**config.mk**
```make
export PLATFORM = sky130hd
export DESIGN_NAME = two_way_sorted_merge_core
export DESIGN_NICKNAME = d
export VERILOG_FILES = /design/src/hw/rtl/tsm_pkg.sv /design/src/hw/rtl/two_way_sorted_merge_core.sv
export SDC_FILE = /design/constraint.sdc
export NUM_CORES = 2
export LEC_CHECK = 0
export BUFFER_PORTS_ARGS = -buffer_cell sky130_fd_sc_hd__buf_4
export CAP_MARGIN = 10
export CORE_AREA = 2 2 811 813
export DETAILED_ROUTE_END_ITERATION = 6
export DIE_AREA = 0 0 813 815
export GPL_TIMING_DRIVEN = 0
export MAX_ROUTING_LAYER = met4
export PLACE_DENSITY = 0.4
export REMOVE_ABC_BUFFERS = 1
export SLEW_MARGIN = 20
export SYNTH_ARGS = -nofsm -noshare
export SYNTH_HDL_FRONTEND = slang
export SYNTH_SLANG_ARGS = --single-unit
```
**constraint.sdc**
```tcl
create_clock -name i_clk -period 7 [get_ports i_clk]
set_input_delay 0.35 -clock i_clk [delete_from_list [all_inputs] [get_ports i_clk]]
set_output_delay 0.35 -clock i_clk [all_outputs]
set_load 0.03 [all_outputs]
```
**src/hw/rtl/tsm_pkg.sv**
```systemverilog
// Shared codes and field widths for the two-way sorted merge core.
`default_nettype none

package tsm_pkg;

    // Width of the key and payload fields on both channels.
    localparam int FIELD_W = 32;

    // Input item kinds, carried on the slave tuser.
    localparam int KIND_W = 2;
    localparam logic [KIND_W-1:0] KIND_APPEND_A = 2'd0;
    localparam logic [KIND_W-1:0] KIND_APPEND_B = 2'd1;
    localparam logic [KIND_W-1:0] KIND_MERGE    = 2'd2;

    // Result flags, carried on the master tuser, lowest bit first.
    localparam int OUT_USER_W = 3;
    localparam int UB_FROM    = 0;
    localparam int UB_EMPTY   = 1;
    localparam int UB_OVF     = 2;

    // Status of one result held in the output register.
    typedef struct packed {
        logic from_list;
        logic last_pair;
        logic empty_run;
        logic overflowed;
    } t_out_flags;

endpackage

`default_nettype wire

```
**src/hw/rtl/two_way_sorted_merge_core.sv**
```systemverilog
// Two-way sorted merge core: list storage, merge sequencer and output register.
//
// Usage:
//   Slave channel (i_s_axis_*) takes items. tuser carries the kind: append to
//   the first list, append to the second list, or run a merge. tdata carries
//   the key in bits [31:0] and the payload in bits [63:32]; both are ignored
//   on a merge. Appends beyond DEPTH are dropped and set a sticky overflow flag.
//   Master channel (o_m_axis_*) returns the merged pairs in ascending signed
//   key order, first list ahead on equal keys; tlast marks the final pair.
//   A merge of two empty lists returns one item flagged empty_run.
// Timing:
//   An append is taken while the sequencer is idle. A merge first enters
//   S_FETCH, then each pair passes S_FETCH for the registered read of both
//   list heads and S_EMIT for the shared signed compare that picks the head
//   and loads the output register; S_EMIT waits while the receiver stalls.
//   An empty merge passes S_EMPTY, which loads its result. tready is low from
//   the merge until its last pair is loaded into the output register.
// Reset (synchronous, active low) empties both lists, clears the overflow
//   flag and drops any result not yet taken. List contents are not cleared.
// Stall: while tready is low the output register holds its item and the
//   sequencer waits; no pair is lost or repeated.
`default_nettype none

module two_way_sorted_merge_core
    import tsm_pkg::*;
#(
    parameter int DEPTH      = 32,
    parameter int DATA_WIDTH = 32
) (
    input  wire logic                   i_clk,
    input  wire logic                   i_rst_n,

    input  wire logic                   i_s_axis_tvalid,
    output logic                        o_s_axis_tready,
    input  wire logic [2*FIELD_W-1:0]   i_s_axis_tdata,  // key, payload
    input  wire logic [KIND_W-1:0]      i_s_axis_tuser,  // kind

    output logic                        o_m_axis_tvalid,
    input  wire logic                   i_m_axis_tready,
    output logic [2*FIELD_W-1:0]        o_m_axis_tdata,  // merged_key, merged_payload
    output logic                        o_m_axis_tlast,  // last_pair
    output logic [OUT_USER_W-1:0]       o_m_axis_tuser   // from_list, empty_run, overflowed
);

    localparam int AW = (DEPTH > 1) ? $clog2(DEPTH) : 1;
    localparam int CW = $clog2(DEPTH + 1);
    localparam logic [CW-1:0] FULL = CW'(DEPTH);

    // Sequencer states
    localparam int ST_W = 2;
    localparam logic [ST_W-1:0] S_IDLE  = 2'd0;
    localparam logic [ST_W-1:0] S_FETCH = 2'd1;
    localparam logic [ST_W-1:0] S_EMIT  = 2'd2;
    localparam logic [ST_W-1:0] S_EMPTY = 2'd3;

    logic [ST_W-1:0] r_state, n_state;
    logic [CW-1:0]   r_cnt_a, r_cnt_b;
    logic [CW-1:0]   r_i, r_j;
    logic            r_ovf;

    // List storage
    logic [DATA_WIDTH-1:0] r_mem_a_key [DEPTH];
    logic [DATA_WIDTH-1:0] r_mem_a_pay [DEPTH];
    logic [DATA_WIDTH-1:0] r_mem_b_key [DEPTH];
    logic [DATA_WIDTH-1:0] r_mem_b_pay [DEPTH];

    // Registered head reads
    logic [DATA_WIDTH-1:0] r_a_key, r_a_pay, r_b_key, r_b_pay;

    // Output register
    logic                  r_out_valid;
    logic [FIELD_W-1:0]    r_out_key, r_out_pay;
    t_out_flags            r_out_flags;

    logic                  in_fire;
    logic [63:0]           key_ext, pay_ext;
    logic [DATA_WIDTH-1:0] st_key, st_pay;
    logic                  out_free;
    logic                  a_done, b_done, key_le, take_a, is_last;
    logic                  emit, emit_empty;
    logic [DATA_WIDTH-1:0] sel_key, sel_pay;
    logic [63:0]           sel_key_ext, sel_pay_ext;

    assign o_s_axis_tready = (r_state == S_IDLE);
    assign in_fire         = i_s_axis_tvalid && o_s_axis_tready;

    // Sign-extend the 32-bit fields, then keep the stored width.
    assign key_ext = 64'($signed(i_s_axis_tdata[FIELD_W-1:0]));
    assign pay_ext = 64'($signed(i_s_axis_tdata[2*FIELD_W-1:FIELD_W]));
    assign st_key  = key_ext[DATA_WIDTH-1:0];
    assign st_pay  = pay_ext[DATA_WIDTH-1:0];

    assign out_free = !r_out_valid || i_m_axis_tready;

    // Head selection: the one shared signed compare of the merge.
    assign a_done  = (r_i == r_cnt_a);
    assign b_done  = (r_j == r_cnt_b);
    assign key_le  = $signed(r_a_key) <= $signed(r_b_key);
    assign take_a  = !a_done && (b_done || key_le);
    assign is_last = take_a ? ((r_i + CW'(1) == r_cnt_a) && b_done)
                            : ((r_j + CW'(1) == r_cnt_b) && a_done);

    assign emit       = (r_state == S_EMIT) && out_free;
    assign emit_empty = (r_state == S_EMPTY) && out_free;

    assign sel_key     = take_a ? r_a_key : r_b_key;
    assign sel_pay     = take_a ? r_a_pay : r_b_pay;
    assign sel_key_ext = 64'($signed(sel_key));
    assign sel_pay_ext = 64'($signed(sel_pay));

    always_comb begin
        n_state = r_state;
        unique case (r_state)
            S_IDLE: begin
                if (in_fire && i_s_axis_tuser == KIND_MERGE) begin
                    if (r_cnt_a == '0 && r_cnt_b == '0) begin
                        n_state = S_EMPTY;
                    end else begin
                        n_state = S_FETCH;
                    end
                end
            end
            S_FETCH: begin
                n_state = S_EMIT;
            end
            S_EMIT: begin
                if (emit) begin
                    n_state = is_last ? S_IDLE : S_FETCH;
                end
            end
            S_EMPTY: begin
                if (emit_empty) begin
                    n_state = S_IDLE;
                end
            end
            default: begin
                n_state = S_IDLE;
            end
        endcase
    end

    // Control state: counts, head indices, overflow flag
    always_ff @(posedge i_clk) begin
        if (!i_rst_n) begin
            r_state <= S_IDLE;
            r_cnt_a <= '0;
            r_cnt_b <= '0;
            r_i     <= '0;
            r_j     <= '0;
            r_ovf   <= 1'b0;
        end else begin
            r_state <= n_state;
            if (in_fire) begin
                unique case (i_s_axis_tuser)
                    KIND_APPEND_A: begin
                        if (r_cnt_a < FULL) begin
                            r_cnt_a <= r_cnt_a + CW'(1);
                        end else begin
                            r_ovf <= 1'b1;
                        end
                    end
                    KIND_APPEND_B: begin
                        if (r_cnt_b < FULL) begin
                            r_cnt_b <= r_cnt_b + CW'(1);
                        end else begin
                            r_ovf <= 1'b1;
                        end
                    end
                    default: begin
                        // merge starts through the sequencer; unused kind is dropped
                    end
                endcase
            end
            if (emit) begin
                if (is_last) begin
                    // clear both lists and the flag once the run is out
                    r_cnt_a <= '0;
                    r_cnt_b <= '0;
                    r_i     <= '0;
                    r_j     <= '0;
                    r_ovf   <= 1'b0;
                end else if (take_a) begin
                    r_i <= r_i + CW'(1);
                end else begin
                    r_j <= r_j + CW'(1);
                end
            end
            if (emit_empty) begin
                r_ovf <= 1'b0;
            end
        end
    end

    // List writes
    always_ff @(posedge i_clk) begin
        if (in_fire && i_s_axis_tuser == KIND_APPEND_A && r_cnt_a < FULL) begin
            r_mem_a_key[r_cnt_a[AW-1:0]] <= st_key;
            r_mem_a_pay[r_cnt_a[AW-1:0]] <= st_pay;
        end
        if (in_fire && i_s_axis_tuser == KIND_APPEND_B && r_cnt_b < FULL) begin
            r_mem_b_key[r_cnt_b[AW-1:0]] <= st_key;
            r_mem_b_pay[r_cnt_b[AW-1:0]] <= st_pay;
        end
    end

    // Head reads; data for the current indices is ready in the next cycle.
    always_ff @(posedge i_clk) begin
        r_a_key <= r_mem_a_key[r_i[AW-1:0]];
        r_a_pay <= r_mem_a_pay[r_i[AW-1:0]];
        r_b_key <= r_mem_b_key[r_j[AW-1:0]];
        r_b_pay <= r_mem_b_pay[r_j[AW-1:0]];
    end

    // Output register valid
    always_ff @(posedge i_clk) begin
        if (!i_rst_n) begin
            r_out_valid <= 1'b0;
        end else if (emit || emit_empty) begin
            r_out_valid <= 1'b1;
        end else if (i_m_axis_tready) begin
            r_out_valid <= 1'b0;
        end
    end

    // Output register payload
    always_ff @(posedge i_clk) begin
        if (emit) begin
            r_out_key              <= sel_key_ext[FIELD_W-1:0];
            r_out_pay              <= sel_pay_ext[FIELD_W-1:0];
            r_out_flags.from_list  <= !take_a;
            r_out_flags.last_pair  <= is_last;
            r_out_flags.empty_run  <= 1'b0;
            r_out_flags.overflowed <= r_ovf;
        end else if (emit_empty) begin
            r_out_key              <= '0;
            r_out_pay              <= '0;
            r_out_flags.from_list  <= 1'b0;
            r_out_flags.last_pair  <= 1'b1;
            r_out_flags.empty_run  <= 1'b1;
            r_out_flags.overflowed <= 1'b0;
        end
    end

    assign o_m_axis_tvalid          = r_out_valid;
    assign o_m_axis_tdata           = {r_out_pay, r_out_key};
    assign o_m_axis_tlast           = r_out_flags.last_pair;
    assign o_m_axis_tuser[UB_FROM]  = r_out_flags.from_list;
    assign o_m_axis_tuser[UB_EMPTY] = r_out_flags.empty_run;
    assign o_m_axis_tuser[UB_OVF]   = r_out_flags.overflowed;

    // Head indices never run past their list counts.
    a_idx_bound: assert property (@(posedge i_clk) disable iff (!i_rst_n)
        (r_i <= r_cnt_a) && (r_j <= r_cnt_b) && (r_cnt_a <= FULL) && (r_cnt_b <= FULL))
        else $error("head index or count out of range");

    // A final pair leaves both lists and the flag cleared.
    a_last_clears: assert property (@(posedge i_clk) disable iff (!i_rst_n)
        (emit && is_last) |=> (r_cnt_a == '0 && r_cnt_b == '0 && !r_ovf
                               && o_m_axis_tvalid && o_m_axis_tlast))
        else $error("merge end did not clear lists");

    // A full first list drops the append and raises the flag.
    a_full_drop: assert property (@(posedge i_clk) disable iff (!i_rst_n)
        (in_fire && i_s_axis_tuser == KIND_APPEND_A && r_cnt_a == FULL)
        |=> (r_ovf && r_cnt_a == FULL))
        else $error("append to full list not dropped");

    // An empty run result is the last one and carries zero data.
    a_empty_form: assert property (@(posedge i_clk) disable iff (!i_rst_n)
        (o_m_axis_tvalid && o_m_axis_tuser[UB_EMPTY])
        |-> (o_m_axis_tlast && o_m_axis_tdata == '0 && !o_m_axis_tuser[UB_OVF]))
        else $error("malformed empty run result");

    // Input stays blocked while a merge is in progress.
    a_busy_block: assert property (@(posedge i_clk) disable iff (!i_rst_n)
        (in_fire && i_s_axis_tuser == KIND_MERGE) |=> !o_s_axis_tready)
        else $error("input taken during merge");

endmodule

`default_nettype wire

```
==> impl_results.md <==
- Post_cts resized: 0
- Worst EP arrival: 5.78 ns
- Final setup violating endpoints: 0
- RePlAce Congestion: 0.7038
- Area of the multi-input gates: 33930 sq um
- Main combinational cell family by area after synthesis: multiplexers
- Port bufs: 139
- DR iter-0 viols: 9414
- Switching power: 12.11 mW
- Clk buf depth: 4
- Largest net degree at the start of global routing: 65
- Post-Synth XOR/XNOR Area: 0.001343
- Hold Vio Cnt, Final: 0
- Combinational share of power: 0.054
- Total routing usage reported by global routing: 0.1608
- Crit-path max FO: 20
- Routed vias/inst: around 4.7
- Die width: 813 microns
- Router iterations before antenna repair: 6
- EDFF count, synth: between 4000 and 5000
- Setup bufs post-CTS: 0
- FF-to-FF End: r_out_pay[6]$_SDFFCE_PN0P_
- Worst skew pair latency: 1.03 ns
- Final core utilization: 0.3105
- Syn_area_per_cell: about 24 sq um
- Rows: 297
- Initial Utilization: 0.2496
- Global-route wire length before repair: between 700 and 800 mm
- WS Path Type: register to register
- Mapped cell area: 163000 sq um
- Status: complete, no violations
- CTS root buffer: clkbuf_16
- Core Region: 653300 sq um
- Routed WL: 529.8 mm
- Fmax: 197.8 MHz
- Worst r2r src: r_b_key[15]$_DFF_P_
- Critical Path Sink Type: register
- Crit start category: register
- Routed vias: 78230
- HPWL Detailed: 365.2 mm
- Worst setup path start: r_b_key[15]$_DFF_P_
- Slew margin rel.: 0.2148
- Mapped Cells: between 6000 and 7000
- Max-cap violations: 0
- Sequential Area: 128200 sq um
- Number of global-route vias before repair: 79710
- Total of fill cells in the finished design: ~62000
- Least-Margin Pin Slew: 1.178 ns
- R2r setup slk: 1.94 ns
- Clock sink total: 4320
- ANT nets after route: 0
- Syn-to-layout area delta: 24.41%
- Clock slew at reported path FFs: 0.06 ns
- Post-synthesis simple-gate area fraction: 0.01023
- Initial antenna violation count: 53
- Htree depth: 5
- Hold Crit Class: input port to register
- Max VDD drop: between 0.2 and 0.25 mV
- # hold bufs at CTS: 71
- P_leak: 60.94 nW
- RSZ-0062 raised after global routing: false
- Ys async rst share: 0
- Finished Layout Cells: 16650
- Switching share of power: 0.2182
- CP endpoint: r_out_pay[6]$_SDFFCE_PN0P_
- Share of layout cells above drive strength 1: 0.3598
- Sequential fraction of the synthesis area: 0.7860
- Final nets: around 7700
- Seq pwr share: 0.517
- Die Y: 815 microns
- CTS tree: built
- Placed Instances: 15710
- Period Utilization, post-route: 0.7223
- Max-slew violations: 0
- Die area: 662600 sq um
- Synth Area in Compound Gates: 0.004804
- Mux contribution to synthesized area: 0.1851
- Drt wl/cell: 31.81 microns
- Pwr/cell area: 273.6 nW/um^2
- YS warnings: 0
- Clock share of power: 0.429
- Req. time, crit path: slightly below 8 ns
- DRC errors left: 0
- Final clock skew: 0.05284 ns
- Num CTS Buffers: 448
- Adder-cell share of the synthesized area: 0.003223
- Worst r2r path cells: 11
- Yosys cell types: 61
- Yosys reg bits: 4320
- Min cycle time layout: a little over 5 ns
- I/O pins: 140
- Total congestion overflow: 0
- Dominant synthesized flop cell: edfxtp_1
- Internal: 43.38 mW
==> kinds of logic after synthesis <==
kind of cell | after synthesis
compound gates | 131
fa+ha+maj | 42
buf+inv | 380
simple gates | 380
mux | 1400
flops | 4320
xor+xnor | 25
==> worst min-delay path by stage <==
stage                       from                           to  slack, ns  cells past startpoint
2_1_floorplan  i_s_axis_tdata[0]  r_mem_a_key[0][0]$_DFFE_PP_       0.45                      0
3_3_place_gp    r_ovf$_SDFF_PP0_             r_ovf$_SDFF_PP0_       0.49                      2
3_5_place_dp    r_ovf$_SDFF_PP0_             r_ovf$_SDFF_PP0_       0.50                      2
4_1_cts        i_s_axis_tuser[1]        r_cnt_b[3]$_SDFF_PN0_       0.06                      5
5_1_grt        i_s_axis_tuser[1]        r_cnt_b[3]$_SDFF_PN0_       0.16                      5
6_report       i_s_axis_tuser[1]        r_cnt_b[3]$_SDFF_PN0_       0.22                      5
==> worst max-delay path, cell delays in order, from the launching register on <==
cell and delay, ns:
dfxtp_1 0.38, inv_1 0.07, ha_1 0.50, nand4_1 0.50, a21oi_1 0.77, o41ai_1 0.21, a31oi_2 0.46, or2_4 0.46
buf_12 0.26, buf_12 0.20, nand2_1 0.18, a21oi_1 0.65
==> routing by layer <==
layer / wire length, microns / vias to the layer above / part of all wire / track usage
li1: - / 30620 / - / -
met1: 240900 / 44060 / 0.45 / 0.2283
met2: 245800 / 2831 / 0.46 / 0.2456
met3: 31850 / 715 / 0.060 / 0.02504
met4: 11200 / 0 / 0.021 / 0.03243
met5: 0 / - / 0 / -
==> power by group through the flow <==
stage | clock network [mW] | logic, mW | registers [mW]
floorplan | 0 | 2.32 | 29.5
global placement | 0 | 3.52 | 29.7
detailed placement | 0 | 2.97 | 29.2
CTS | 24.4 | 3.04 | 28.7
global route | 25.4 | 3.19 | 28.7
finish | 23.8 | 2.98 | 28.7
==> synth_stat cells, types with 12 or more instances <==
cell type	instances	area share
edfxtp_1	4163	0.77
mux4_2	1280	0.18
clkbuf_1	208	0.0048
nand2_1	194	0.0045
dfxtp_1	157	0.019
mux2_2	117	0.0081
nor2_1	99	0.0023
a21oi_1	82	0.0025
buf_1	63	0.0015
buf_2	57	0.0017
inv_1	45	0.0010
ha_1	42	0.0032
nand3_1	14	0.00043
nand4_1	14	0.00054
xnor2_1	13	0.00070
xor2_1	12	0.00064
==> cell type report <==
cell class / instances / share of cell area
Sequential cell: 4320 / 0.6320
Multi-Input combinational cell: 1978 / 0.1673
Timing Repair Buffer: 767 / 0.07436
Clock buffer: 616 / 0.06113
Tap cell: 8671 / 0.05349
Clock inverter: 222 / 0.01045
Inverter: 46 / 0.0009006
Antenna cell: 33 / 0.0004071
==> metrics by stage <==
stage	setup TNS, ns	power, mW	area [sq um]	worst slack, ns	hold WS (ns)
after detailed placement	0	32.22	187500	2.014	0.4969
after global placement	-	33.18	173600	-36.14	0.4896
final	0	55.49	202800	1.944	0.2209
after CTS	0	56.17	202700	1.969	0.06202
after floorplan	-3512.96	31.81	161700	-17.39	0.4489
after global routing	0	57.30	202800	2.021	0.1560
==> cells in the final DEF (no fill, tap or decap), drive strengths merged, types with 4 or more instances in the layout <==
master,count
edfxtp,4163
mux4,1280
buf,696
clkbuf,616
nand2,194
clkinv,162
dfxtp,157
mux2,117
nor2,99
a21oi,83
dlygate4sd3,71
inv,59
ha,42
diode,33
bufinv,33
nand3,14
nand4,14
clkinvlp,14
xnor2,13
xor2,12
o21ai,12
nor3,9
and3,8
nor2b,7
nand3b,6
or3,6
nand2b,5
a31oi,5
nor3b,4
o22ai,4
==> registers in the layout, indices dropped and copies added (netlist names) <==
signal and flops:
r_mem_a_key 1024, r_mem_a_pay 1024, r_mem_b_key 1024, r_mem_b_pay 1024, r_a_key 32, r_a_pay 32, r_b_key 32, r_b_pay 32
r_out_key 32, r_out_pay 32, r_cnt_a 6, r_cnt_b 6, r_i 6, r_j 6, o_m_axis_tuser 3, r_state 2
o_m_axis_tlast 1, o_m_axis_tvalid 1, r_ovf 1
Note: power is estimated with default switching activity, not from simulation.
